--- config.mk ---
export PLATFORM = sky130hd
export DESIGN_NAME = isws_ctrl
export DESIGN_NICKNAME = d
export VERILOG_FILES = /design/src/sv/isws_pkg.sv /design/src/sv/isws_ctrl.sv
export SDC_FILE = /design/constraint.sdc
export NUM_CORES = 1
export LEC_CHECK = 0
export ABC_AREA = 1
export BUFFER_PORTS_ARGS = -buffer_cell sky130_fd_sc_hd__buf_2
export CAP_MARGIN = 10
export CELL_PAD_IN_SITES_DETAIL_PLACEMENT = 0
export CELL_PAD_IN_SITES_GLOBAL_PLACEMENT = 1
export CORE_MARGIN = 2
export CORE_UTILIZATION = 30
export CTS_BUF_LIST = sky130_fd_sc_hd__clkbuf_16
export DETAILED_ROUTE_END_ITERATION = 8
export HOLD_SLACK_MARGIN = 0.05
export PLACE_DENSITY = 0.63
export SLEW_MARGIN = 20
export SYNTH_ARGS = -nofsm -noshare
export SYNTH_HDL_FRONTEND = slang
export SYNTH_SLANG_ARGS = --single-unit
--- constraint.sdc ---
create_clock -name clk -period 6 [get_ports clk]
set_input_delay 0.3 -clock clk [delete_from_list [all_inputs] [get_ports clk]]
set_output_delay 0.3 -clock clk [all_outputs]
set_load 0.03 [all_outputs]
--- src/sv/isws_pkg.sv ---
`timescale 1ns / 1ps
`default_nettype none

package isws_pkg;

  localparam int DEPTH_DEF      = 256;
  localparam int DATA_WIDTH_DEF = 32;

  // field widths of the request and result words
  localparam int CMD_W  = 3;
  localparam int IDX_W  = 9;
  localparam int WORD_W = 32;

  typedef logic [IDX_W-1:0]  isws_idx_t;
  typedef logic [WORD_W-1:0] isws_word_t;

  typedef enum logic [CMD_W-1:0] {
    CMD_PUSH = 3'd0,
    CMD_POP  = 3'd1,
    CMD_SET  = 3'd2,
    CMD_GET  = 3'd3,
    CMD_FIND = 3'd4
  } isws_cmd_t;

  typedef enum logic [1:0] {
    ST_OK      = 2'd0,
    ST_EMPTY   = 2'd1,
    ST_ILLEGAL = 2'd2,
    ST_FULL    = 2'd3
  } isws_status_t;

  typedef enum logic [2:0] {
    S_IDLE,
    S_EXEC,
    S_RDWAIT,
    S_SCAN,
    S_DONE
  } isws_state_t;

  typedef struct packed {
    logic [CMD_W-1:0] command;
    isws_idx_t        index;
    isws_word_t       data_in;
  } isws_in_t;

  typedef struct packed {
    isws_status_t status;
    isws_word_t   data_out;
    isws_idx_t    position;
    isws_idx_t    count;
  } isws_out_t;

endpackage

`default_nettype wire

--- src/sv/isws_ctrl.sv ---
`timescale 1ns / 1ps
`default_nettype none

module isws_ctrl #(
  parameter int DEPTH      = isws_pkg::DEPTH_DEF,
  parameter int DATA_WIDTH = isws_pkg::DATA_WIDTH_DEF,
  localparam int AW = (DEPTH > 1) ? $clog2(DEPTH) : 1,
  localparam int CW = $clog2(DEPTH + 1)
) (
  input  wire logic                  clk,
  input  wire logic                  rst_n,
  input  wire logic                  in_valid,
  output logic                       in_ready,
  input  wire isws_pkg::isws_in_t    in_payload,
  output logic                       out_valid,
  input  wire logic                  out_ready,
  output isws_pkg::isws_out_t        out_payload,
  output logic                       mem_we,
  output logic [AW-1:0]              mem_addr,
  output logic [DATA_WIDTH-1:0]      mem_wdata,
  input  wire logic [DATA_WIDTH-1:0] mem_rdata
);

  isws_pkg::isws_state_t  state_r, state_nxt;
  logic [isws_pkg::CMD_W-1:0] cmd_r, cmd_nxt;
  isws_pkg::isws_idx_t    idx_r, idx_nxt;
  logic [DATA_WIDTH-1:0]  key_r, key_nxt;
  logic [CW-1:0]          count_r, count_nxt;
  logic [CW-1:0]          scan_r, scan_nxt;
  logic                   cmp_valid_r, cmp_valid_nxt;
  logic [CW-1:0]          cmp_idx_r, cmp_idx_nxt;
  isws_pkg::isws_status_t res_status_r, res_status_nxt;
  logic [DATA_WIDTH-1:0]  res_data_r, res_data_nxt;
  logic [CW-1:0]          res_pos_r, res_pos_nxt;
  logic                   out_valid_r, out_valid_nxt;
  isws_pkg::isws_out_t    out_r, out_nxt;

  logic [63:0]   din64;
  logic [63:0]   rd64;
  logic [31:0]   idx_m1;
  logic [CW-1:0] cnt_m1;
  logic          idx_ok;
  logic          full;

  assign din64    = 64'(in_payload.data_in);
  assign rd64     = 64'(res_data_r);
  assign idx_m1   = 32'(idx_r) - 32'd1;
  assign cnt_m1   = count_r - 1'b1;
  assign idx_ok   = (idx_r != '0) && (32'(idx_r) <= 32'(count_r));
  assign full     = (32'(count_r) >= 32'(DEPTH));

  assign out_valid   = out_valid_r;
  assign out_payload = out_r;

  always_ff @(posedge clk) begin
    if (!rst_n) begin
      state_r     <= isws_pkg::S_IDLE;
      count_r     <= '0;
      cmp_valid_r <= 1'b0;
      out_valid_r <= 1'b0;
    end else begin
      state_r     <= state_nxt;
      count_r     <= count_nxt;
      cmp_valid_r <= cmp_valid_nxt;
      out_valid_r <= out_valid_nxt;
    end
  end

  always_ff @(posedge clk) begin
    cmd_r        <= cmd_nxt;
    idx_r        <= idx_nxt;
    key_r        <= key_nxt;
    scan_r       <= scan_nxt;
    cmp_idx_r    <= cmp_idx_nxt;
    res_status_r <= res_status_nxt;
    res_data_r   <= res_data_nxt;
    res_pos_r    <= res_pos_nxt;
    out_r        <= out_nxt;
  end

  always_comb begin
    state_nxt      = state_r;
    cmd_nxt        = cmd_r;
    idx_nxt        = idx_r;
    key_nxt        = key_r;
    count_nxt      = count_r;
    scan_nxt       = scan_r;
    cmp_valid_nxt  = cmp_valid_r;
    cmp_idx_nxt    = cmp_idx_r;
    res_status_nxt = res_status_r;
    res_data_nxt   = res_data_r;
    res_pos_nxt    = res_pos_r;
    out_valid_nxt  = out_valid_r;
    out_nxt        = out_r;
    mem_we         = 1'b0;
    mem_addr       = '0;
    mem_wdata      = key_r;
    in_ready       = (state_r == isws_pkg::S_IDLE);

    if (out_valid_r && out_ready) begin
      out_valid_nxt = 1'b0;
    end

    case (state_r)
      isws_pkg::S_IDLE: begin
        if (in_valid) begin
          cmd_nxt   = in_payload.command;
          idx_nxt   = in_payload.index;
          key_nxt   = din64[DATA_WIDTH-1:0];
          state_nxt = isws_pkg::S_EXEC;
        end
      end
      isws_pkg::S_EXEC: begin
        res_status_nxt = isws_pkg::ST_OK;
        res_data_nxt   = '0;
        res_pos_nxt    = '0;
        state_nxt      = isws_pkg::S_DONE;
        case (cmd_r)
          isws_pkg::CMD_PUSH: begin
            if (key_r == '0) begin
              res_status_nxt = isws_pkg::ST_ILLEGAL;
            end else if (full) begin
              res_status_nxt = isws_pkg::ST_FULL;
            end else begin
              mem_we    = 1'b1;
              mem_addr  = count_r[AW-1:0];
              count_nxt = count_r + 1'b1;
            end
          end
          isws_pkg::CMD_POP: begin
            if (count_r == '0) begin
              res_status_nxt = isws_pkg::ST_EMPTY;
            end else begin
              mem_addr  = cnt_m1[AW-1:0];
              count_nxt = cnt_m1;
              state_nxt = isws_pkg::S_RDWAIT;
            end
          end
          isws_pkg::CMD_SET: begin
            if (!idx_ok || key_r == '0) begin
              res_status_nxt = isws_pkg::ST_ILLEGAL;
            end else begin
              mem_we   = 1'b1;
              mem_addr = idx_m1[AW-1:0];
            end
          end
          isws_pkg::CMD_GET: begin
            if (!idx_ok) begin
              res_status_nxt = isws_pkg::ST_ILLEGAL;
            end else begin
              mem_addr  = idx_m1[AW-1:0];
              state_nxt = isws_pkg::S_RDWAIT;
            end
          end
          isws_pkg::CMD_FIND: begin
            // stored words are never zero, so a zero key cannot match
            if (key_r != '0) begin
              scan_nxt      = '0;
              cmp_valid_nxt = 1'b0;
              state_nxt     = isws_pkg::S_SCAN;
            end
          end
          default: begin
            res_status_nxt = isws_pkg::ST_ILLEGAL;
          end
        endcase
      end
      isws_pkg::S_RDWAIT: begin
        res_data_nxt = mem_rdata;
        state_nxt    = isws_pkg::S_DONE;
      end
      isws_pkg::S_SCAN: begin
        // read of the next entry overlaps the compare of the previous one
        if (cmp_valid_r && mem_rdata == key_r) begin
          res_pos_nxt   = cmp_idx_r + 1'b1;
          cmp_valid_nxt = 1'b0;
          state_nxt     = isws_pkg::S_DONE;
        end else if (scan_r < count_r) begin
          mem_addr      = scan_r[AW-1:0];
          cmp_valid_nxt = 1'b1;
          cmp_idx_nxt   = scan_r;
          scan_nxt      = scan_r + 1'b1;
        end else begin
          res_pos_nxt   = '0;
          cmp_valid_nxt = 1'b0;
          state_nxt     = isws_pkg::S_DONE;
        end
      end
      isws_pkg::S_DONE: begin
        if (!out_valid_r || out_ready) begin
          out_valid_nxt    = 1'b1;
          out_nxt.status   = res_status_r;
          out_nxt.data_out = rd64[31:0];
          out_nxt.position = isws_pkg::isws_idx_t'(res_pos_r);
          out_nxt.count    = isws_pkg::isws_idx_t'(count_r);
          state_nxt        = isws_pkg::S_IDLE;
        end
      end
      default: begin
        state_nxt = isws_pkg::S_IDLE;
      end
    endcase
  end

`ifndef SYNTHESIS
  a_count_bound: assert property (@(posedge clk) disable iff (!rst_n)
    32'(count_r) <= 32'(DEPTH))
    else $error("entry count above depth");

  a_write_in_exec: assert property (@(posedge clk) disable iff (!rst_n)
    mem_we |-> (state_r == isws_pkg::S_EXEC))
    else $error("memory write outside execute state");

  a_count_only_in_exec: assert property (@(posedge clk) disable iff (!rst_n)
    (state_r != isws_pkg::S_EXEC) |=> $stable(count_r))
    else $error("count changed outside execute state");

  a_pos_bound: assert property (@(posedge clk) disable iff (!rst_n)
    (state_r == isws_pkg::S_DONE) |-> (32'(res_pos_r) <= 32'(count_r)))
    else $error("find position beyond count");
`endif

endmodule

`default_nettype wire

Yosys cells after proc, flatten, opt, wreduce, memory -nomap -nowiden

Cells that the tools add are included.

Add/subtract/negate cells: 5
Order comparisons: 3
Eq/ne operators: 19
Mux-type cells: 50
Bitwise logic cells: 1
Reduce and logical (&&, ||, !) cells: 24

Operator list:

| kind                                                                  | count |
|---|---|
| 9-bit two-way mux                                                     | 9 |
| 32-bit case mux with 2 select lines                                   | 1 |
| 8-bit two-way mux                                                     | 7 |
| 9-bit case mux with 2 select lines                                    | 3 |
| 32-bit equality test                                                  | 1 |
| 32-bit zero test                                                      | 1 |
| 8-bit case mux with 4 select lines                                    | 1 |
| 32-bit nonzero test                                                   | 1 |
| 9-bit by 1-bit adder with 9-bit output, second input constant         | 3 |
| 3-bit two-way mux                                                     | 7 |
| 2-bit inequality test, second input constant                          | 9 |
| 8-bit case mux with 2 select lines                                    | 1 |
| 3-bit case mux with 5 select lines                                    | 1 |
| 3-bit by 2-bit equality test with 1-bit output, second input constant | 4 |
| 1-bit two-way mux                                                     | 12 |
| 2-bit case mux with 5 select lines                                    | 1 |
| 5-bit AND reduction                                                   | 2 |
| 9-bit >= comparator, second input constant                            | 1 |
| 9-bit <= comparator                                                   | 1 |
| 9-bit zero test                                                       | 1 |
| 9-bit < comparator                                                    | 1 |
| 3-bit case mux with 3 select lines                                    | 1 |
| 3-bit AND reduction                                                   | 3 |
| 9-bit nonzero test                                                    | 1 |
| 14 further kinds                                                      | 29 |

Register bits after elaboration: 171
Input bits: 80
Output and inout bits: 95
Word-level logic and storage cells: 118

Logic depth before layout (Yosys ltp)

Gate-level depths: netlist of run 1.

Depth after elaboration: 7
Gate-level depth with buffers: 15
Depth with buffers taken out: 15

Worst setup path before layout of run 1

OpenSTA, ideal clock, no wires.

Kind: register to register
Start: register out_valid_r (netlist: out_valid)
End: register out_r (netlist bit out_payload[0]), enable pin
Library setup time: 0.591 ns
Data arrival time: 5.460 ns
Data required time: 5.409 ns
Path slack: -0.051 ns
Stages on the path, launching flop included: 4
Path buffers: 0
Period minus slack after synthesis: 6.051 ns
Path through: dfxtp_1 > inv_1 > nor2_1 > nor4_1

Cells in the longest elaborated chain, start to end: 3

Ends and longest elaborated chain:

| element                       | RTL line         | text |
|---|---|---|
| from (decl)                   | isws_ctrl.sv:35  | `logic out_valid_r, out_valid_nxt;` |
| from (signal assigned)        | isws_ctrl.sv:65  | `out_valid_r <= out_valid_nxt;` |
| 1-bit zero test               | isws_ctrl.sv:190 | `if (!out_valid_r \|\| out_ready) begin` |
| 1-bit logical OR              | isws_ctrl.sv:190 |  |
| 2-bit AND reduction (no line) | -                |  |
| to (signal assigned)          | isws_ctrl.sv:78  | `out_r <= out_nxt;` |
| to (decl)                     | isws_ctrl.sv:36  | `isws_pkg::isws_out_t out_r, out_nxt;` |

Every way passes these cells.
A chain may end at the register's enable or synchronous reset.

Final worst setup path of run 1

Start: register count_r[6]
End: output mem_addr[6]

Cells in the longest elaborated chain, start to end: 7
Elaborated cells on any way between the ends: 17
Those cells by class: add/sub (1); order compare (3); mux (9); reduce/logical (4)

Ends and longest elaborated chain:

| element                              | RTL line         | text |
|---|---|---|
| from (decl)                          | isws_ctrl.sv:28  | `logic [CW-1:0] count_r, count_nxt;` |
| from (signal assigned)               | isws_ctrl.sv:63  | `count_r <= count_nxt;` |
| 9-bit <= comparator                  | isws_ctrl.sv:49  | `assign idx_ok = (idx_r != '0) && (32'(idx_r) <= 32'(count_r));` |
| 1-bit logical AND                    | isws_ctrl.sv:49  |  |
| 1-bit zero test                      | -                |  |
| 1-bit logical OR                     | isws_ctrl.sv:140 | `if (!idx_ok \|\| key_r == '0) begin` |
| 8-bit two-way mux                    | isws_ctrl.sv:140 |  |
| 8-bit case mux with 4 select lines   | isws_ctrl.sv:118 | `case (cmd_r)` |
| 8-bit case mux with 2 select lines * | isws_ctrl.sv:104 | `case (state_r)` |
| to (decl)                            | isws_ctrl.sv:19  | `output logic [AW-1:0] mem_addr,` |

Every way passes the cells marked *; elsewhere a longest branch is shown, timed or not.

==> results of run 1 <==
## where the power goes
group	internal [mW]	switching (mW)
Clock	0.561	0.553
Combinational	0.152	0.324
Sequential	1.42	0.0642
Total	2.13	0.941
## layer usage
metal	track usage [%]	vias up
li1	-	3069
met1	21.5	2828
met2	26.5	161
met3	3.92	23
met4	4.80	2
met5	0	-
## state kept, by name (all words and copies together), names as in the netlist
| register | cells |
|---|---|
| res_status_r | 2 |
| cmp_valid_r | 1 |
| res_pos_r | 9 |
| cmp_idx_r | 9 |
| out_valid | 1 |
| out_payload | 52 |
| mem_wdata | 32 |
| idx_r | 9 |
| count_r | 9 |
| res_data_r | 32 |
| state_r | 3 |
| scan_r | 9 |
| cmd_r | 3 |
## cell usage in the layout, fill, tap and decap left out, drive strengths merged, types with 18 or more instances in the layout
master and n:
ha 23, edfxtp 157, dlygate4sd3 44, inv 110, a21oi 26, nor2 136, xnor2 18, buf 179
nand3 31, nand2 137, o21ai 36
## cell usage after synthesis, types with 3 or more instances
master and instances:
nand2_1 132, a31oi_1 5, nand2_4 3, ha_1 23, nor2_2 4, nor4_1 4, o22ai_1 6, a211oi_1 3
a21oi_1 25, nor2_4 4, inv_1 92, nor2_1 128, nor3_1 9, edfxtp_1 157, nand3_1 30, xor2_1 15
nand4_1 10, clkbuf_1 3, dfxtp_1 14, a21boi_0 4, o21ai_0 24, inv_2 12, o21ai_1 12, xnor2_1 18
## kinds of logic (layout without fill, tap and decap cells)
group           Yosys count  in the layout  synth area share (%)
compound gates           90             90                  6.61
xor+xnor                 33             33                  3.60
fa+ha+maj                23             23                  3.58
buf+inv                 110            360                  5.36
flops                   171            171                  62.2
simple gates            339            339                  18.7
## tightest hold or removal path, delay by kind of cell
family / cells / cell delay (ps)
AND/OR/NAND/NOR: 1 / 90
buffers and inverters: 2 / 110
## worst paths after layout
kind	to	slack [ps]	depth (start not counted)	start
worst max-delay path	mem_addr[6]	2790	10	count_r[6]
worst min-delay path	res_data_r[21]	180	3	mem_rdata[21]
worst max register to register	res_pos_r[7]	3240	7	count_r[6]
worst min register to register	out_payload[35]	420	0	res_data_r[17]
## cell type report
type / instances / area (µm²)
repair buffers: 223 / 1350
flip-flops and latches: 171 / 4990
clock buffers: 17 / 425
clock inverters: 15 / 176
fillers: 2585 / 15800
inverters: 105 / 397
well taps: 335 / 419
multi-input cells: 485 / 2630
==> flow_summary.ini, run 1 <==
[outcome]
status = finished clean

[synthesis]
yosys.area.top_type = edfxtp_1
async_flop_share_pct = 0
syn_avg_cell_area_um2 = 10.5
ys_seq_elements = 171
synthCells = 766
ys_seq_area_share_pct = 62.2
synth-edff-count = 157
yosysWarnings = 0
syn-cell-area_mm2 = 0.00803
synth_area_leaders = edfxtp_1, nand2_1, nor2_1
synth_top_area_share_pct = 58.7
synthFlopType = edfxtp_1
syn_nets = 869
synth.distinct_cells = 46

[global_routing]
grt_pass1_wl_mm = 34.2
antenna_found_initial = 1
overflow = 0
grt_usage_pct = 16.3
grt_pass1_vias = 5985
grt_start_max_net_pins = 45

[clocking]
htreeDepth = 4
post_cts.repair.setup_buffers = 0
clock_latency_ps = 440
cts_tree = yes
numCtsBuffers = 17
clk_pin_slew_ps = 80
cts_buffer_depth = 2
cts_root_buf = clkbuf_16
post_cts_resized = 0
cts_hold_buf = 44
cts_sinks = 171

[cells_and_area]
syn_to_final_growth_pct = 29.4
num_antenna_cells = 0
fin_cells = 1351
postLayoutCoreUtil_pct = 39.6
final_nets = 1106
final_area_mm2 = 0.0104
drive_above_1_share_pct = 24.3

[sta]
fin_worst_skew_ps = 16.9
slew_viol_final = 0
setup_tns_ps = 0
min_period_ps = 3210
final_hold_viol_count = 0
worst_slack_ps = 2790
grt_setup_unrepaired = no
fin_hold_ws_ps = 176
tightest_slew_ps = 1080
fin_crit_sh_pct = 53.6
slew_headroom_pct = 27.7
fmax_mhz = 311
setup_viol = 0

[power_and_ir_drop]
total_power_mw = 3.07
p_per_area_mw_per_mm2 = 296
leakagePower_nw = 4.31
irDropWorstVdd_v = 0.000165

[hold_path]
hp-class = input port to register

[setup_path]
crit_family = buffers and inverters
worstSetupPathType = register to output pin
worstPathMaxFanout = 17
cp.arrival_ps = 2910
cp_slowest_cell = dfxtp_1
end_kind = output pin
critPathBufInv = 3
worstPathCellList = inv_1, ha_1, a21oi_1, o21a_1, o211a_1, nand3_1, inv_2, nand2_1, o21ai_1, buf_2
critPathMaxStageDelay_ps = 500
worst_setup_path_start_kind = register
crit_required_ps = 5700

[routing]
drt_iter0_markers = 460
wl_per_cell_um = 16.6
vias = 6083
wl_mm = 22.4
highest_layer = met5
final_antenna_net_count = 0
vias_per_cell = 4.50
dr.pass1.iters = 5
wl_met3_mm = 1.05
m1WireLength_mm = 10.5
drc = 0
route.met2.wl_mm = 10.6

[floorplan]
start_util_pct = 30.6
die_h_um = 168
ioPinCount = 175
dieArea_mm2 = 0.0281
rows = 59
core_area_mm2 = 0.0262
die_width_um = 168

[placement]
dp_cells = 1275
portBuffers = 174
post_dp_cell_area_mm2 = 0.00935
gp_congestion = 0.845
place_ws_ps = 3280
dp_hpwl_mm = 17.0

[flow_run]
maxCapViolCount = 0
Note: power is estimated with default switching activity, not from simulation.
==> inputs of run 2 (changes only) <==
--- a/config.mk
+++ b/config.mk
@@ -5,7 +5,7 @@
 export SDC_FILE = /design/constraint.sdc
 export NUM_CORES = 1
 export LEC_CHECK = 0
-export ABC_AREA = 1
+export ABC_AREA = 0
 export BUFFER_PORTS_ARGS = -buffer_cell sky130_fd_sc_hd__buf_2
 export CAP_MARGIN = 10
 export CELL_PAD_IN_SITES_DETAIL_PLACEMENT = 0
@@ -15,7 +15,7 @@
 export CTS_BUF_LIST = sky130_fd_sc_hd__clkbuf_16
 export DETAILED_ROUTE_END_ITERATION = 8
 export HOLD_SLACK_MARGIN = 0.05
-export PLACE_DENSITY = 0.63
+export PLACE_DENSITY = 0.59
 export SLEW_MARGIN = 20
 export SYNTH_ARGS = -nofsm -noshare
 export SYNTH_HDL_FRONTEND = slang
==> constraint.sdc (replaced) <==
create_clock -name clk -period 3.2 [get_ports clk]
set_input_delay 0.16 -clock clk [delete_from_list [all_inputs] [get_ports clk]]
set_output_delay 0.16 -clock clk [all_outputs]
set_load 0.03 [all_outputs]
==> flow_summary.ini, run 2 <==
[floorplan]
rows = 58
dieArea_mm2 = 0.0265
start_util_pct = 30.3
die_width_um = 163
die_h_um = 163
ioPinCount = 175
core_area_mm2 = 0.0250

[sta]
slew_headroom_pct = 43.7
final_hold_viol_count = 0
grt_setup_unrepaired = no
setup_viol = 0
slew_viol_final = 0
fin_hold_ws_ps = 67.9
tightest_slew_ps = 844
fmax_mhz = 332
setup_tns_ps = 0
min_period_ps = 3010
fin_worst_skew_ps = 14.7
fin_crit_sh_pct = 94.1

[cells_and_area]
final_cell_mix = buf_2, edfxtp_1, dlygate4sd3_1, xnor2_1, nor2_1
final_nets = 934
drive_above_1_share_pct = 30.1
largest_register_ffs = 52
syn_to_final_growth_pct = 35.3
final_common_cell = buf_2
num_antenna_cells = 0

[synthesis]
synth_top_area_share_pct = 62.2
synth-edff-count = 157
synth.area.mux_share_pct = 0.396
synth_compound_area_share_pct = 7.68
synthCells = 568
yosysMostFrequentCell = edfxtp_1
synthTopCellsByCount = edfxtp_1, xnor2_1, nor2_1, and2_1, nand2_1
synth_area_leaders = edfxtp_1, xnor2_1, ha_1
synthFlopType = edfxtp_1
ys_seq_area_share_pct = 65.9
syn_nets = 671
synth_fa_ha_area_share_pct = 3.80
synth-simple-area-share_pct = 13.7
async_flop_share_pct = 0
ys_seq_elements = 171
synth.distinct_cells = 61
syn-cell-area_mm2 = 0.00757
yosys.area.top_type = edfxtp_1
yosysWarnings = 0
synth_top_family_by_area = simple AND/OR/NAND/NOR gates
synthXorXnorAreaFrac_pct = 5.90
syn_avg_cell_area_um2 = 13.3

[clocking]
cts_buffer_depth = 2
clk_pin_slew_ps = 80
cts_root_buf = clkbuf_16
numCtsBuffers = 17
clock_latency_ps = 430
htreeDepth = 4
cts_tree = yes
cts_sinks = 171

[placement]
gp_congestion = 0.876
portBuffers = 174
dp_hpwl_mm = 15.5

[power_and_ir_drop]
leakagePower_nw = 3.89
p_per_area_mw_per_mm2 = 591
irDropWorstVdd_v = 0.000364

[global_routing]
grt_start_max_net_pins = 53
overflow = 0
grt_pass1_wl_mm = 32.5
grt_usage_pct = 16.4
grt_pass1_vias = 5584
antenna_found_initial = 0

[setup_path]
cp_slowest_cell = or4b_4
critPathBufInv = 2
critPathMaxStageDelay_ps = 500
cpMostUsedCell = o21ai_0
worstSetupPathType = register to output pin
worstPathMaxFanout = 6
cp.arrival_ps = 2850
crit_required_ps = 3040
worst_setup_path_start_kind = register
crit_family = compound AO/OA/AOI/OAI gates
worstPathCellList = inv_1, ha_2, or4b_4, o31a_1, o21ai_0, a21oi_1, o21ai_0, o221ai_1, buf_2
end_kind = output pin

[flow_run]
maxCapViolCount = 0

[routing]
drc = 0
wl_per_cell_um = 18.2
drt_iter0_markers = 366
final_antenna_net_count = 0
vias = 5484
vias_per_cell = 4.67
wl_mm = 21.4
dr.pass1.iters = 5

[hold_path]
hp-class = input port to register

[outcome]
status = finished clean
[run 2: cell count changes after synthesis, moves of 5 or more]
cell and change:
clkbuf_1 +8, nand3_1 -16, nand2_1 -102, inv_1 -65, nor4_1 +13, o21ai_1 -11
inv_2 -12, o21ai_0 -6, and2_1 +34, nor2_1 -93, o221ai_1 +10, xnor2_1 +20
a21oi_1 -5
[run 2: power breakdown]
part	total (mW)	leakage, nW	internal (mW)	switching (mW)
Sequential	2.93	1.59	2.78	0.156
Combinational	1.10	2.02	0.371	0.733
Clock	2.02	0.281	1.04	0.985
[run 2: worst register-to-register path, stage by stage, from the launching register on]
cell and delay [ps]:
edfxtp_1 440, xnor2_1 260, nand4_1 210, nor4_1 410
nand4_1 270, nand3_1 180, buf_4 200, inv_1 210
o31a_1 340
[run 2: cell type report]
cell class | count | area, µm²
timing repair buffer | 262 | 1730
fill | 2419 | 14700
clock inverter | 15 | 151
multi-input combinational | 351 | 2430
tap | 330 | 413
clock buffer | 17 | 425
sequential | 171 | 5000
inverter | 28 | 105
[run 2: timing repair]
item / 4_1_cts / 5_1_grt
hold buffers: 72 / 0
hold endpoints to repair: 72 / 0
buffers inserted: 1 / 0
pin swaps: 1 / 0
gates resized for setup: 3 / 10
endpoints found under the setup margin: 7 / 9
[run 2: through the flow]
step	cell area [µm²]	util (%)	setup slack [ps]	cells	total power, mW
after floorplan	7580	-	383	568	3.60
after global placement	8910	35.7	453	1069	4.01
final	10200	41.1	188	1174	6.06
after CTS	10200	40.9	15.2	1174	6.14
after global routing	10200	41.1	5.28	1174	6.33
after detailed placement	8910	35.7	352	1069	4.02
[run 2: layer usage]
metal  track usage, %  wire (µm)  vias up
li1                 -          -     2655
met1             21.2       9630     2667
met4             4.67        374        0
met5                0          0        -
met2             27.8      10500      143
met3             3.59        878       19
[run 2: path summary, 6_finish.rpt]
check,start,end,slack (ps),depth (start not counted)
worst max-delay path,count_r[1],mem_addr[5],190,9
worst max register to register,mem_wdata[28],state_r[1],560,8
worst min register to register,res_status_r[1],out_payload[51],410,0
worst min-delay path,mem_rdata[26],res_data_r[26],70,2
[run 2: logic make-up after synthesis]
group | Yosys count
and+or+nand+nor | 189
DFF | 171
AOI/OAI and AO/OA | 85
xor gates and xnor gates | 51
buffers and inverters | 46
adders and majority gates | 23
muxes | 3
==> inputs of run 3 (changes only) <==
--- a/config.mk
+++ b/config.mk
@@ -16,6 +16,7 @@
 export DETAILED_ROUTE_END_ITERATION = 8
 export HOLD_SLACK_MARGIN = 0.05
 export PLACE_DENSITY = 0.59
+export RECOVER_POWER = 100
 export SLEW_MARGIN = 20
 export SYNTH_ARGS = -nofsm -noshare
 export SYNTH_HDL_FRONTEND = slang
==> flow_summary.ini, run 3 (synthesis gave the netlist of run 2 again) <==
[setup_path]
rrSetupSlack_ps = 240
crit-reg2reg-capture = count_r[3]
crit_start = count_r[1]
crit_required_ps = 3040
rr_worst_depth = 6
reg2reg_from = cmd_r[1]
worstPathMaxFanout = 6
worstSetupPathType = register to output pin
critical_path.endpoint = mem_addr[5]
cp.arrival_ps = 2900
end_kind = output pin
worst_setup_path_start_kind = register

[routing]
drt_iter0_markers = 407
vias = 5479
vias_per_cell = 4.67
dr.pass1.iters = 5
drc = 0
wl_mm = 21.5
wl_per_cell_um = 18.3
final_antenna_net_count = 0

[placement]
gp_congestion = 0.876
dp_cells = 1069
portBuffers = 174
dp_hpwl_mm = 15.5
place_ws_ps = 352

[global_routing]
overflow = 0
grt_pass1_wl_mm = 32.5
grt_usage_pct = 16.4
antenna_found_initial = 0
grt_pass1_vias = 5584
grt_start_max_net_pins = 53

[cells_and_area]
drive_above_1_share_pct = 18.0
final_cell_mix = edfxtp_1, clkbuf_1, buf_2, dlygate4sd3_1, xnor2_1
nFillCells = 2480
largest_register_ffs = 52
final_nets = 934
num_antenna_cells = 0
syn_to_final_growth_pct = 32.9
final_common_cell = edfxtp_1
postLayoutCoreUtil_pct = 40.3
fin_cells = 1174

[clocking]
clk_pin_slew_ps = 80
cts_tree = yes
cts_root_buf = clkbuf_16
numCtsBuffers = 17
cts_sinks = 171
cts_buffer_depth = 2
htreeDepth = 4
clock_latency_ps = 430

[sta]
grt_setup_unrepaired = no
setup_viol = 0
fin_worst_skew_ps = 14.0
slew_headroom_pct = 2.77
worst_slack_ps = 136
slew_viol_final = 0
fin_hold_ws_ps = 70.8
setup_tns_ps = 0
tightest_slew_ps = 1460
final_hold_viol_count = 0
min_period_ps = 3060
fmax_mhz = 326
fin_crit_sh_pct = 95.7

[hold_path]
hp-class = input port to register

[floorplan]
dieArea_mm2 = 0.0265
die_h_um = 163
start_util_pct = 30.3
rows = 58
ioPinCount = 175
core_area_mm2 = 0.0250
die_width_um = 163

[flow_run]
maxCapViolCount = 0

[power_and_ir_drop]
p_per_area_mw_per_mm2 = 597
irDropWorstVdd_v = 0.000356
leakagePower_nw = 3.58

[outcome]
status = finished clean
## run 3: changes by cell type in the layout (fill, tap and decap cells not counted), sizes merged
cell,previous run,this run
clkbuf,18,119
buf,189,88
## run 3: how the worst min path moves through the flow
stage / startpoint / slack (ps) / endpoint / cells after the start
after global routing: mem_rdata[3] / 60 / res_data_r[3] / 2
after detailed placement: in_payload[5] / 340 / mem_wdata[5] / 1
after CTS: mem_rdata[26] / 50 / res_data_r[26] / 2
after floorplan: in_payload[41] / 260 / cmd_r[0] / 0
final: mem_rdata[8] / 70 / res_data_r[8] / 2
after global placement: in_payload[38] / 340 / idx_r[6] / 1
## run 3: what timing repair did
item | CTS | global route
endpoints found under the hold margin | 72 | 0
hold buffers | 72 | 0
setup endpoints to repair | 7 | 9
pin swaps | 1 | 0
cloned | 0 | 0
resized for setup | 3 | 10
buffers inserted | 1 | 0
## run 3: power by group
part           switching (mW)  internal [mW]
combinational           0.729          0.318
clock                   0.987           1.04
sequential              0.159           2.78
total                    1.88           4.14
## run 3: per-stage QoR
| stage | total power [mW] | instance area, µm² |
|---|---|---|
| finish | 6.01 | 10100 |
| global route | 6.28 | 10100 |
| CTS | 6.14 | 10200 |
| detailed placement | 4.02 | 8910 |
| global placement | 4.01 | 8910 |
| floorplan | 3.60 | 7580 |
## run 3: cell type report
type,count,area [µm²],share of cell area (%)
tap,330,413,4.10
inverter,28,105,1.04
timing repair buffer,262,1570,15.6
clock inverter,15,151,1.50
multi-input combinational,351,2400,23.9
sequential,171,5000,49.7
clock buffer,17,425,4.22
## run 3: critical path, stage by stage, from the launching register on
cell	delay [ps]
dfxtp_1	310
inv_1	140
ha_2	250
or4b_4	500
o31a_1	380
o21ai_0	110
a21oi_1	80
o21ai_0	300
o221ai_1	180
clkbuf_2	210
## run 3: layer usage
layer  vias to the layer above  global-route usage, %  share of wire (%)
met5                         -                      0                  0
met4                         0                   4.67                1.5
met3                        17                   3.59                4.8
met2                       154                   27.8                 49
met1                      2656                   21.2                 45
li1                       2652                      -                  -
